--- config.mk ---
export PLATFORM = sky130hd
export DESIGN_NAME = rainbow_hue_wheel_color
export DESIGN_NICKNAME = d
export VERILOG_FILES = /design/src/rtl/core/rhw_pkg.sv /design/src/rtl/core/rhw_bounds.sv /design/src/rtl/core/rhw_mod.sv /design/src/rtl/core/rhw_div.sv /design/src/rtl/core/rainbow_hue_wheel_color.sv
export SDC_FILE = /design/constraint.sdc
export NUM_CORES = 2
export LEC_CHECK = 0
export BUFFER_PORTS_ARGS = -buffer_cell sky130_fd_sc_hd__buf_4
export CELL_PAD_IN_SITES_DETAIL_PLACEMENT = 1
export CELL_PAD_IN_SITES_GLOBAL_PLACEMENT = 1
export CORE_UTILIZATION = 54
export DETAILED_ROUTE_END_ITERATION = 6
export GPL_TIMING_DRIVEN = 0
export PLACE_DENSITY_LB_ADDON = 0.1
export SYNTH_ARGS = -nofsm -noshare
export SYNTH_HDL_FRONTEND = slang
export SYNTH_SLANG_ARGS = --single-unit
--- constraint.sdc ---
create_clock -name clk -period 31.1 [get_ports clk]
set_input_delay 9.33 -clock clk [delete_from_list [all_inputs] [get_ports clk]]
set_output_delay 9.33 -clock clk [all_outputs]
set_load 0.02 [all_outputs]
--- src/rtl/core/rhw_pkg.sv ---
// Shared types and constants of the hue wheel color block.
`default_nettype none

package rhw_pkg;

	localparam int POS_W  = 16;
	localparam int CHAN_W = 8;
	localparam int SPAN_W = 14;
	localparam int NUM_W  = SPAN_W + CHAN_W;
	localparam int APB_AW = 3;
	localparam int APB_DW = 32;

	localparam logic [APB_AW-1:0] RING_LENGTH_ADDR = 3'd0;
	localparam logic [POS_W-1:0]  RING_LENGTH_RST  = 16'd64;
	localparam logic [CHAN_W-1:0] CHAN_MAX         = 8'd255;

	typedef struct packed {
		logic [POS_W-1:0] led_index;
		logic [POS_W-1:0] tick;
	} idx_t;

	typedef struct packed {
		logic [CHAN_W-1:0] red;
		logic [CHAN_W-1:0] green;
		logic [CHAN_W-1:0] blue;
	} rgb_t;

	typedef enum logic [2:0] {
		SEG_GREEN_UP   = 3'd0,
		SEG_RED_DOWN   = 3'd1,
		SEG_BLUE_UP    = 3'd2,
		SEG_GREEN_DOWN = 3'd3,
		SEG_RED_UP     = 3'd4,
		SEG_BLUE_DOWN  = 3'd5
	} seg_t;

	typedef struct packed {
		logic [POS_W-1:0] b1;
		logic [POS_W-1:0] b2;
		logic [POS_W-1:0] b3;
		logic [POS_W-1:0] b4;
		logic [POS_W-1:0] b5;
		logic [POS_W-1:0] len;
	} bounds_t;

endpackage

`default_nettype wire

--- src/rtl/core/rhw_bounds.sv ---
// Segment boundary generator: k*len/6 for k = 1..5, recomputed from the ring length.
`default_nettype none

module rhw_bounds (
	input  logic             clk,
	input  logic [rhw_pkg::POS_W-1:0] len,
	output rhw_pkg::bounds_t bnd
);
	import rhw_pkg::*;

	localparam int          RECIP_W     = 17;
	localparam logic [RECIP_W-1:0] RECIP_SIX = 17'd87382;
	localparam int          RECIP_SHIFT = 19;
	localparam int          PROD_W      = POS_W + RECIP_W;

	logic [POS_W-1:0]  len_q;
	logic [SPAN_W-1:0] quot_q;
	bounds_t           bnd_q;

	logic [PROD_W-1:0] prod_c;
	logic [SPAN_W-1:0] quot_c;
	logic [POS_W-1:0]  qx_c;
	logic [POS_W-1:0]  six_c;
	logic [POS_W-1:0]  diff_c;
	logic [2:0]        rmd_c;
	bounds_t           bnd_c;

	// Floor of x/6 for x below 32: multiply by 43 and keep the bits above 2^8.
	function automatic logic [2:0] frac6(input logic [4:0] x);
		logic [10:0] p;
		p = 11'(x) * 11'd43;
		return p[10:8];
	endfunction

	// First stage: len/6 by reciprocal multiplication, exact for 16-bit lengths.
	assign prod_c = PROD_W'(len) * PROD_W'(RECIP_SIX);
	assign quot_c = prod_c[RECIP_SHIFT+SPAN_W-1:RECIP_SHIFT];

	// Second stage: k*len/6 = k*q + floor(k*r/6) with r = len - 6q.
	always_comb begin
		qx_c   = {2'b00, quot_q};
		six_c  = {quot_q, 2'b00} + {1'b0, quot_q, 1'b0};
		diff_c = len_q - six_c;
		rmd_c  = diff_c[2:0];
		bnd_c.b1  = qx_c + POS_W'(frac6(5'(rmd_c)));
		bnd_c.b2  = (qx_c << 1) + POS_W'(frac6(5'(rmd_c) * 5'd2));
		bnd_c.b3  = (qx_c << 1) + qx_c + POS_W'(frac6(5'(rmd_c) * 5'd3));
		bnd_c.b4  = (qx_c << 2) + POS_W'(frac6(5'(rmd_c) * 5'd4));
		bnd_c.b5  = (qx_c << 2) + qx_c + POS_W'(frac6(5'(rmd_c) * 5'd5));
		bnd_c.len = len_q;
	end

	always_ff @(posedge clk) begin
		len_q  <= len;
		quot_q <= quot_c;
		bnd_q  <= bnd_c;
	end

	assign bnd = bnd_q;

endmodule

`default_nettype wire

--- src/rtl/core/rhw_mod.sv ---
// Pipelined restoring remainder unit: position = sum mod length, four bits a stage.
`default_nettype none

module rhw_mod (
	input  logic                      clk,
	input  logic                      arst_n,
	input  logic                      in_vld,
	output logic                      in_rdy,
	input  logic [rhw_pkg::POS_W-1:0] dvd,
	input  logic [rhw_pkg::POS_W-1:0] len,
	output logic                      out_vld,
	input  logic                      out_rdy,
	output logic [rhw_pkg::POS_W-1:0] rem
);
	import rhw_pkg::*;

	localparam int STEPS  = 4;
	localparam int STAGES = POS_W / STEPS;

	logic             vld_s [STAGES];
	logic [POS_W-1:0] dvd_s [STAGES];
	logic [POS_W-1:0] rem_s [STAGES];
	logic [STAGES:0]  rdy;

	assign rdy[STAGES] = out_rdy;

	for (genvar i = 0; i < STAGES; i++) begin : g_stage
		logic             vld_prev;
		logic [POS_W-1:0] dvd_prev;
		logic [POS_W-1:0] rem_prev;
		logic [POS_W:0]   acc_c;
		logic [POS_W-1:0] rem_next;

		if (i == 0) begin : g_first
			assign vld_prev = in_vld;
			assign dvd_prev = dvd;
			assign rem_prev = '0;
		end else begin : g_next
			assign vld_prev = vld_s[i-1];
			assign dvd_prev = dvd_s[i-1];
			assign rem_prev = rem_s[i-1];
		end

		assign rdy[i] = !vld_s[i] || rdy[i+1];

		// Bring in the next dividend bit and subtract the length when it fits.
		always_comb begin
			acc_c = {1'b0, rem_prev};
			for (int j = 0; j < STEPS; j++) begin
				acc_c = {acc_c[POS_W-1:0], dvd_prev[POS_W-1-(i*STEPS+j)]};
				if (acc_c >= {1'b0, len}) begin
					acc_c = acc_c - {1'b0, len};
				end
			end
			rem_next = acc_c[POS_W-1:0];
		end

		always_ff @(posedge clk or negedge arst_n) begin
			if (!arst_n) begin
				vld_s[i] <= 1'b0;
			end else if (rdy[i]) begin
				vld_s[i] <= vld_prev;
			end
		end

		always_ff @(posedge clk) begin
			if (rdy[i] && vld_prev) begin
				dvd_s[i] <= dvd_prev;
				rem_s[i] <= rem_next;
			end
		end
	end

	assign in_rdy  = rdy[0];
	assign out_vld = vld_s[STAGES-1];
	assign rem     = rem_s[STAGES-1];

endmodule

`default_nettype wire

--- src/rtl/core/rhw_div.sv ---
// Pipelined ramp divider: 8-bit quotient of offset*255 by segment span, four bits a stage.
`default_nettype none

module rhw_div (
	input  logic                       clk,
	input  logic                       arst_n,
	input  logic                       in_vld,
	output logic                       in_rdy,
	input  logic [rhw_pkg::NUM_W-1:0]  num,
	input  logic [rhw_pkg::SPAN_W-1:0] den,
	input  rhw_pkg::seg_t              seg_in,
	output logic                       out_vld,
	input  logic                       out_rdy,
	output logic [rhw_pkg::CHAN_W-1:0] quo,
	output rhw_pkg::seg_t              seg_out
);
	import rhw_pkg::*;

	localparam int STEPS  = 4;
	localparam int STAGES = CHAN_W / STEPS;

	logic              vld_s [STAGES];
	logic [NUM_W-1:0]  rem_s [STAGES];
	logic [SPAN_W-1:0] den_s [STAGES];
	logic [CHAN_W-1:0] quo_s [STAGES];
	seg_t              seg_s [STAGES];
	logic [STAGES:0]   rdy;

	assign rdy[STAGES] = out_rdy;

	for (genvar i = 0; i < STAGES; i++) begin : g_stage
		logic              vld_prev;
		logic [NUM_W-1:0]  rem_prev;
		logic [SPAN_W-1:0] den_prev;
		logic [CHAN_W-1:0] quo_prev;
		seg_t              seg_prev;
		logic [NUM_W-1:0]  acc_c;
		logic [NUM_W-1:0]  trial_c;
		logic [CHAN_W-1:0] quo_c;

		if (i == 0) begin : g_first
			assign vld_prev = in_vld;
			assign rem_prev = num;
			assign den_prev = den;
			assign quo_prev = '0;
			assign seg_prev = seg_in;
		end else begin : g_next
			assign vld_prev = vld_s[i-1];
			assign rem_prev = rem_s[i-1];
			assign den_prev = den_s[i-1];
			assign quo_prev = quo_s[i-1];
			assign seg_prev = seg_s[i-1];
		end

		assign rdy[i] = !vld_s[i] || rdy[i+1];

		// One quotient bit per step, most significant first.
		always_comb begin
			acc_c   = rem_prev;
			quo_c   = quo_prev;
			trial_c = '0;
			for (int j = 0; j < STEPS; j++) begin
				trial_c = NUM_W'(den_prev) << (CHAN_W-1-(i*STEPS+j));
				if (acc_c >= trial_c) begin
					acc_c = acc_c - trial_c;
					quo_c[CHAN_W-1-(i*STEPS+j)] = 1'b1;
				end
			end
		end

		always_ff @(posedge clk or negedge arst_n) begin
			if (!arst_n) begin
				vld_s[i] <= 1'b0;
			end else if (rdy[i]) begin
				vld_s[i] <= vld_prev;
			end
		end

		always_ff @(posedge clk) begin
			if (rdy[i] && vld_prev) begin
				rem_s[i] <= acc_c;
				den_s[i] <= den_prev;
				quo_s[i] <= quo_c;
				seg_s[i] <= seg_prev;
			end
		end
	end

	assign in_rdy  = rdy[0];
	assign out_vld = vld_s[STAGES-1];
	assign quo     = quo_s[STAGES-1];
	assign seg_out = seg_s[STAGES-1];

endmodule

`default_nettype wire

--- src/rtl/core/rainbow_hue_wheel_color.sv ---
// Top level of the six-segment hue wheel color generator with its APB register.
// A request passes through ten registered stages on its way from idx to rgb.
// Throughput: one request per clock unless rgb_stall holds the ten-stage valid/stall pipeline.
// Reset: arst_n clears all valid bits and sets ring_length to 64; no clearing pass.
// Boundaries follow a length write through len_q/quot_q, then bnd_q, ahead of any request needing them.
`default_nettype none

module rainbow_hue_wheel_color (
	input  logic                       clk,
	input  logic                       arst_n,
	input  logic                       psel,
	input  logic                       penable,
	input  logic                       pwrite,
	input  logic [rhw_pkg::APB_AW-1:0] paddr,
	input  logic [rhw_pkg::APB_DW-1:0] pwdata,
	output logic [rhw_pkg::APB_DW-1:0] prdata,
	output logic                       pready,
	input  logic                       idx_valid,
	output logic                       idx_stall,
	input  rhw_pkg::idx_t              idx,
	output logic                       rgb_valid,
	input  logic                       rgb_stall,
	output rhw_pkg::rgb_t              rgb
);
	import rhw_pkg::*;

	// Configuration register. A length of zero behaves as a length of one.
	logic [POS_W-1:0] ring_length_q;
	logic [POS_W-1:0] len_eff;

	// Stage 1 holds the wrapped sum of index and tick.
	logic             vld_s1;
	logic [POS_W-1:0] sum_s1;
	logic             rdy_s1;

	// The remainder unit fills stages 2 to 5.
	logic             mod_rdy;
	logic             mod_vld;
	logic [POS_W-1:0] pos_m;

	// Stage 6 holds the wheel position and the segment it falls in.
	logic             vld_s6;
	seg_t             seg_s6;
	logic [POS_W-1:0] pos_s6;
	logic             rdy_s6;
	seg_t             seg_c;

	// Stage 7 holds the ramp numerator and the segment span.
	logic              vld_s7;
	seg_t              seg_s7;
	logic [NUM_W-1:0]  num_s7;
	logic [SPAN_W-1:0] span_s7;
	logic              rdy_s7;
	logic [POS_W-1:0]  lo_c;
	logic [POS_W-1:0]  hi_c;
	logic [POS_W-1:0]  off_c;
	logic [POS_W-1:0]  span_c;
	logic [NUM_W-1:0]  num_c;

	// The ramp divider fills stages 8 and 9.
	logic              div_rdy;
	logic              div_vld;
	logic [CHAN_W-1:0] ramp_d;
	seg_t              seg_d;

	// Stage 10 is the output register.
	logic vld_s10;
	rgb_t rgb_s10;
	logic rdy_s10;
	rgb_t rgb_c;

	bounds_t bnd;

	// Register port. Writes land in the access cycle; reads return the length at address 0 and zero elsewhere.
	always_ff @(posedge clk or negedge arst_n) begin
		if (!arst_n) begin
			ring_length_q <= RING_LENGTH_RST;
		end else if (psel && penable && pwrite && pready && paddr == RING_LENGTH_ADDR) begin
			ring_length_q <= pwdata[POS_W-1:0];
		end
	end

	assign pready = 1'b1;
	assign prdata = (paddr == RING_LENGTH_ADDR) ?
		{{(APB_DW-POS_W){1'b0}}, ring_length_q} : '0;

	assign len_eff = (ring_length_q == '0) ? {{(POS_W-1){1'b0}}, 1'b1} : ring_length_q;

	// The boundaries depend only on the length, so they are kept in registers
	// beside the pipeline rather than carried with every request.
	rhw_bounds u_bounds (
		.clk (clk),
		.len (len_eff),
		.bnd (bnd)
	);

	// Stage 1: index plus tick, wrapping at 16 bits. Each stage loads when it
	// is empty or when the stage after it moves, so bubbles close up while
	// the output is stalled.
	assign rdy_s1    = !vld_s1 || mod_rdy;
	assign idx_stall = !rdy_s1;

	always_ff @(posedge clk or negedge arst_n) begin
		if (!arst_n) begin
			vld_s1 <= 1'b0;
		end else if (rdy_s1) begin
			vld_s1 <= idx_valid;
		end
	end

	always_ff @(posedge clk) begin
		if (rdy_s1 && idx_valid) begin
			sum_s1 <= POS_W'(idx.led_index + idx.tick);
		end
	end

	// Stages 2 to 5: position on the wheel, sum modulo the effective length.
	rhw_mod u_mod (
		.clk     (clk),
		.arst_n  (arst_n),
		.in_vld  (vld_s1),
		.in_rdy  (mod_rdy),
		.dvd     (sum_s1),
		.len     (len_eff),
		.out_vld (mod_vld),
		.out_rdy (rdy_s6),
		.rem     (pos_m)
	);

	// Stage 6: the first segment whose upper boundary lies above the position.
	// Empty segments of short rings are skipped by this priority order.
	always_comb begin
		if (pos_m < bnd.b1) begin
			seg_c = SEG_GREEN_UP;
		end else if (pos_m < bnd.b2) begin
			seg_c = SEG_RED_DOWN;
		end else if (pos_m < bnd.b3) begin
			seg_c = SEG_BLUE_UP;
		end else if (pos_m < bnd.b4) begin
			seg_c = SEG_GREEN_DOWN;
		end else if (pos_m < bnd.b5) begin
			seg_c = SEG_RED_UP;
		end else begin
			seg_c = SEG_BLUE_DOWN;
		end
	end

	assign rdy_s6 = !vld_s6 || rdy_s7;

	always_ff @(posedge clk or negedge arst_n) begin
		if (!arst_n) begin
			vld_s6 <= 1'b0;
		end else if (rdy_s6) begin
			vld_s6 <= mod_vld;
		end
	end

	always_ff @(posedge clk) begin
		if (rdy_s6 && mod_vld) begin
			seg_s6 <= seg_c;
			pos_s6 <= pos_m;
		end
	end

	// Stage 7: offset into the segment times 255, and the segment span. The
	// chosen segment always contains the position, so the span is never zero.
	always_comb begin
		case (seg_s6)
			SEG_GREEN_UP: begin
				lo_c = '0;
				hi_c = bnd.b1;
			end
			SEG_RED_DOWN: begin
				lo_c = bnd.b1;
				hi_c = bnd.b2;
			end
			SEG_BLUE_UP: begin
				lo_c = bnd.b2;
				hi_c = bnd.b3;
			end
			SEG_GREEN_DOWN: begin
				lo_c = bnd.b3;
				hi_c = bnd.b4;
			end
			SEG_RED_UP: begin
				lo_c = bnd.b4;
				hi_c = bnd.b5;
			end
			SEG_BLUE_DOWN: begin
				lo_c = bnd.b5;
				hi_c = bnd.len;
			end
			default: begin
				lo_c = '0;
				hi_c = bnd.len;
			end
		endcase
		off_c  = pos_s6 - lo_c;
		span_c = hi_c - lo_c;
		num_c  = {off_c[SPAN_W-1:0], {CHAN_W{1'b0}}} - NUM_W'(off_c[SPAN_W-1:0]);
	end

	assign rdy_s7 = !vld_s7 || div_rdy;

	always_ff @(posedge clk or negedge arst_n) begin
		if (!arst_n) begin
			vld_s7 <= 1'b0;
		end else if (rdy_s7) begin
			vld_s7 <= vld_s6;
		end
	end

	always_ff @(posedge clk) begin
		if (rdy_s7 && vld_s6) begin
			seg_s7  <= seg_s6;
			num_s7  <= num_c;
			span_s7 <= span_c[SPAN_W-1:0];
		end
	end

	// Stages 8 and 9: the truncated ramp value, 0 to 254.
	rhw_div u_div (
		.clk     (clk),
		.arst_n  (arst_n),
		.in_vld  (vld_s7),
		.in_rdy  (div_rdy),
		.num     (num_s7),
		.den     (span_s7),
		.seg_in  (seg_s7),
		.out_vld (div_vld),
		.out_rdy (rdy_s10),
		.quo     (ramp_d),
		.seg_out (seg_d)
	);

	// Stage 10: one channel ramps, one is full and one is off in every segment.
	always_comb begin
		case (seg_d)
			SEG_GREEN_UP: begin
				rgb_c.red   = CHAN_MAX;
				rgb_c.green = ramp_d;
				rgb_c.blue  = '0;
			end
			SEG_RED_DOWN: begin
				rgb_c.red   = CHAN_MAX - ramp_d;
				rgb_c.green = CHAN_MAX;
				rgb_c.blue  = '0;
			end
			SEG_BLUE_UP: begin
				rgb_c.red   = '0;
				rgb_c.green = CHAN_MAX;
				rgb_c.blue  = ramp_d;
			end
			SEG_GREEN_DOWN: begin
				rgb_c.red   = '0;
				rgb_c.green = CHAN_MAX - ramp_d;
				rgb_c.blue  = CHAN_MAX;
			end
			SEG_RED_UP: begin
				rgb_c.red   = ramp_d;
				rgb_c.green = '0;
				rgb_c.blue  = CHAN_MAX;
			end
			SEG_BLUE_DOWN: begin
				rgb_c.red   = CHAN_MAX;
				rgb_c.green = '0;
				rgb_c.blue  = CHAN_MAX - ramp_d;
			end
			default: begin
				rgb_c = '0;
			end
		endcase
	end

	assign rdy_s10 = !vld_s10 || !rgb_stall;

	always_ff @(posedge clk or negedge arst_n) begin
		if (!arst_n) begin
			vld_s10 <= 1'b0;
		end else if (rdy_s10) begin
			vld_s10 <= div_vld;
		end
	end

	always_ff @(posedge clk) begin
		if (rdy_s10 && div_vld) begin
			rgb_s10 <= rgb_c;
		end
	end

	assign rgb_valid = vld_s10;
	assign rgb       = rgb_s10;

endmodule

`default_nettype wire

# == Word level (Yosys, flattened, before mapping) ==
# Memories as Yosys holds them, arrays and structs flattened.
# Cells that the tools add are included.
# op_classes
n_addsub,38
n_reduce_logical,41
muxes,53
magnitude_cmp,29
n_eq_ne,10
n_mul,8
# op_table
operator,count
$mux W16,18
$ge A17 B16 Y1,15
$sub A16 B16 Y16,15
$mux W22,8
$pmux W24 S6,1
$pmux W14 S5,2
$lt A16 B16 Y1,4
$add A16 B3 Y16,3
$sub A22 B14 Y22,2
$mul A16 B16 Y32 const B,1
$sub A14 B14 Y14,2
$mul A3 B6 Y9 const B,3
$ge A22 B14 Y1,1
$ge A22 B15 Y1,1
$ge A22 B16 Y1,1
$ge A22 B17 Y1,1
$ge A22 B18 Y1,1
$ge A22 B19 Y1,1
$ge A22 B20 Y1,1
$ge A22 B21 Y1,1
$mul A5 B6 Y11 const B,2
$mux W1,22
$sub A22 B15 Y22,1
$sub A22 B16 Y22,1
other kinds (29),71
# totals
ramBits,222
reg_bits,243
wordCells,215
memories,6
# mem_list
name,depth,word_bits,rd,rd_ports_with_merged_regs,wr,line_no,rtl
u_mod.dvd_s,4,16,3,0,4,rhw_mod.sv:21,logic [POS_W-1:0] dvd_s [STAGES];
u_mod.rem_s,4,16,4,0,4,rhw_mod.sv:22,logic [POS_W-1:0] rem_s [STAGES];
u_div.rem_s,2,22,1,0,2,rhw_div.sv:23,logic [NUM_W-1:0] rem_s [STAGES];
u_div.den_s,2,14,1,0,2,rhw_div.sv:24,logic [SPAN_W-1:0] den_s [STAGES];
u_div.quo_s,2,8,2,0,2,rhw_div.sv:25,logic [CHAN_W-1:0] quo_s [STAGES];
u_div.seg_s,2,3,2,0,2,rhw_div.sv:26,seg_t seg_s [STAGES];

# == Depth between registers and ports, before layout ==
# logic_depth
word_depth,13
mapped_depth,61
ltp_nobuf,55

# == Cells and area by module ==
# Synthesis repeated with hierarchy kept, for this count alone.
# hier_totals
cells_unflattened,4934
hier_area_um2,44059.8
# by_module_without_submodules
mod,cells_each,seq_area_each_um2,n_inst,area_per_inst_um2
rhw_mod,1981,2742.6,1,16809.9
rainbow_hue_wheel_color,1077,3384.5,1,9932.0
rhw_bounds,845,1901.8,1,8753.4
rhw_div,1031,1671.6,1,8564.5

# == Worst setup path before layout ==
# No wires, ideal clock.
# synth_timing
path_type,input -> output
from,input port rgb_stall
to,output port idx_stall
path_buffers,0
arrival_ns,10.283
path_stages,6
slack_ns,11.487
cell_sequence,nand4_1 nor2_1 nand3_1 nor2_1 nand4_1 inv_1
# synth_between
elab_chain_len,12
# synth_lines
item,line_no,rtl
from (decl),rainbow_hue_wheel_color.sv:22,"input logic rgb_stall,"
$logic_not A1 Y1,rainbow_hue_wheel_color.sv:275,assign rdy_s10 = !vld_s10 || !rgb_stall;
$logic_or A1 B1 Y1,rainbow_hue_wheel_color.sv:275,
$logic_or A1 B1 Y1 (2 in a row),rhw_div.sv:55,assign rdy[i] = !vld_s[i] || rdy[i+1];
$logic_or A1 B1 Y1,rainbow_hue_wheel_color.sv:203,assign rdy_s7 = !vld_s7 || div_rdy;
$logic_or A1 B1 Y1,rainbow_hue_wheel_color.sv:148,assign rdy_s6 = !vld_s6 || rdy_s7;
$logic_or A1 B1 Y1 (4 in a row),rhw_mod.sv:44,assign rdy[i] = !vld_s[i] || rdy[i+1];
$logic_or A1 B1 Y1,rainbow_hue_wheel_color.sv:100,assign rdy_s1 = !vld_s1 || mod_rdy;
$logic_not A1 Y1,rainbow_hue_wheel_color.sv:101,assign idx_stall = !rdy_s1;
to (decl),rainbow_hue_wheel_color.sv:19,"output logic idx_stall,"
# Every way passes these cells.

# == Worst setup path in the final report ==
# Ends and elaborated chain as after synthesis.

==> metrics.md <==
| Metric | Value |
|---|---|
| Clock Sinks | `roughly 360` |
| Routed wire length | `approximately 130,000 um` |
| Hold path depth | `0` |
| Status | `finished clean` |
| Final Hold Fails | `0` |
| CTS tree | `yes` |
| Root Buffer | `clkbuf_16` |
| I/O pins | `around 130` |
| Setup CP Type | `in2out` |
| Final setup vio count | `0` |
| EDFF count, synth | `roughly 240` |
| Reg2Reg Depth | `58` |
| Upper clock frequency limit | `0.0493 GHz` |
| RSZ-0062 raised after global routing | `false` |
| GPL Wtd Cong | `around 0.95` |
| Most frequent cells after synthesis | `ha_1, inv_1, a21oi_1, nor2_1, nand2_1` |
| Non-filler instance count after layout | `just under 6,000` |
| Core Box Area | `roughly 0.076 mm2` |
| Warnings, synthesis | `0` |
| Synth unique cells | `112` |
| Skew-Pair Late Insertion Delay | `between 0.6 and 0.7 ns` |
| Sequential fraction of the synthesis area | `0.230` |
| Synth Area per Inst | `slightly below 9 um2` |
| DRC violations left | `0` |
| CTS buffer count | `45` |
| DR iter-0 viols | `roughly 2,100` |
| HPWL after DPL | `roughly 100,000 um` |
| Placed Instances | `between 5,000 and 6,000` |
| Drt pass-1 iters | `5` |
| First-pass GRT wire length | `about 210,000 um` |
| Layout cell share with drive strength beyond 1 | `0.0954` |
| Worst hold path type | `reg2reg` |
| Setup crit end kind | `primary output` |
| Total of max-cap violations | `0` |
| Worst slew pin tran | `about 1.4 ns` |
| Die Ht | `280 um` |
| Clk_skew | `between 0.02 and 0.025 ns` |
| Startpoint types | `input pin` |
| Synthesized cell area | `~0.042 mm2` |
| GRT Overall Usage | `0.337` |
| DRT antenna net count | `0` |
| Fin crit period | `20.27 ns` |
| Initial Util | `0.548` |
| Row count | `slightly above 100` |
| Die width | `between 200 and 300 um` |
| Clock Path Buffers | `3` |
| PnR worst setup slack | `~11 ns` |
| Most common cell in the netlist | `ha_1` |
| WP data arrival | `approximately 11 ns` |
| Tcrit/Tclk final | `0.652` |
| Area Overhead vs Synth | `9.21%` |
| Post-synth top area cell | `ha_1` |
| Routed len/inst | `~22 um` |
| Top-area cell type share of the netlist area | `0.203` |
| Slew HR | `0.0558` |
| CP Max Fanout | `5` |
| Largest net degree at the start of global routing | `42` |
| Postcts setup bufs | `0` |
| # H-tree levels | `2` |
| Mapped Cells | `4,681` |
| Top_reg_cell synth | `edfxtp_1` |
| Seq cells post-synth | `355` |
| Vias | `about 36,000` |
| IO Port Bufs | `99` |
| WP data required | `21.77 ns` |
| Die Area | `between 0.07 and 0.08 mm2` |
| Max-slew violations | `0` |
| Post-CTS Hold Fix Bufs | `0` |
| Final setup TNS | `0 ns` |
| CTS resizes | `0` |
| Initial antenna violation count | `2` |
| Top area cells in the synthesized netlist | `ha_1, edfxtp_1, fa_1` |
| Async SR Flop Fraction | `0.0732` |
| Number of global-route vias before repair | `~40,000` |
| Clk slew on worst S/H paths | `around 0.060 ns` |
| Pre-CTS worst setup slack | `~11 ns` |
| Grt total ovfl | `0` |
| Nets | `5,715` |
| DR vias/cell | `slightly above 6` |
-- state kept, by name, indices dropped and copies added (netlist names), 16 cells and up --
register	cells
u_mod.rem_s	64
u_bounds.bnd	63
rgb	24
u_mod.dvd_s	24
num_s7	22
u_div.rem_s	22
ring_length_q	16
sum_s1	16
-- worst paths after layout --
| kind | from | to | slack [ns] |
|---|---|---|---|
| setup / recovery | rgb_stall | idx_stall | 10.83 |
| hold / removal | u_bounds.len_q[8] | u_bounds.bnd[8] | 0.33 |
| setup reg to reg | ring_length_q[11] | u_mod.rem_s[1][6] | 15.00 |
| hold reg to reg | u_bounds.len_q[8] | u_bounds.bnd[8] | 0.33 |
| max in group asynchronous | arst_n | u_div.out_vld | 22.06 |
| min in group asynchronous | arst_n | ring_length_q[11] | 8.67 |
-- worst max-delay path, cell delays in order --
cell	delay (ns)
buf_4	0.11
nand4_1	0.16
nor2_1	0.40
nand3_1	0.17
nor2_1	0.30
nand4_1	0.21
inv_1	0.10
buf_4	0.14
-- through the flow --
step	instance area, um2	util	hold WS [ns]
floorplan	41900	-	0.310
finish	45700	0.599	0.326
global placement	43900	0.576	0.312
global route	45700	0.599	0.326
detailed placement	44100	0.578	0.313
CTS	45700	0.599	0.326
-- layout by cell type, fill, tap and decap left out, types with 54 or more instances in the layout --
cell and n:
ha_1 678, inv_1 448, a21oi_1 340, nor2_1 337
nand2_1 309, o21ai_0 290, xnor2_1 258, edfxtp_1 238
mux2_2 149, a21o_1 122, buf_4 118, fa_1 114
xor2_1 95, dfxtp_1 91, nand2b_1 79, clkbuf_1 77
nand3_1 71, nor2b_1 70, nand4_1 65, nor3_1 64
o21bai_1 54
-- layout make-up --
cell class                      count  area [um2]
Multi-Input combinational cell   3774       30100
Fill cell                        9031       30600
Timing Repair Buffer              106         876
Clock buffer                       53        1200
Clock inverter                     31         409
Sequential cell                   355        9620
Inverter                          450        1690
Tap cell                         1030        1290
Buffer                            117         568
Antenna cell                        1        2.50
-- layer usage --
metal,part of all wire,up-vias,global-route usage
met5,0.000098,-,0
met2,0.50,915,0.606
li1,-,17143,-
met4,0.047,2,0.153
met3,0.043,342,0.0392
met1,0.41,17899,0.401
-- logic make-up after synthesis --
group           count (synthesis)  synth area share
fa+ha+maj                     792             0.257
mux                           229            0.0645
simple gates                 1202             0.142
other cells                     2          0.000179
flops                         355             0.230
xor+xnor                      353            0.0739
buf+inv                       567            0.0539
compound gates               1181             0.179
Power is not shown: default switching activity piles up to over one toggle a cycle in this logic, so the estimate is an artifact.
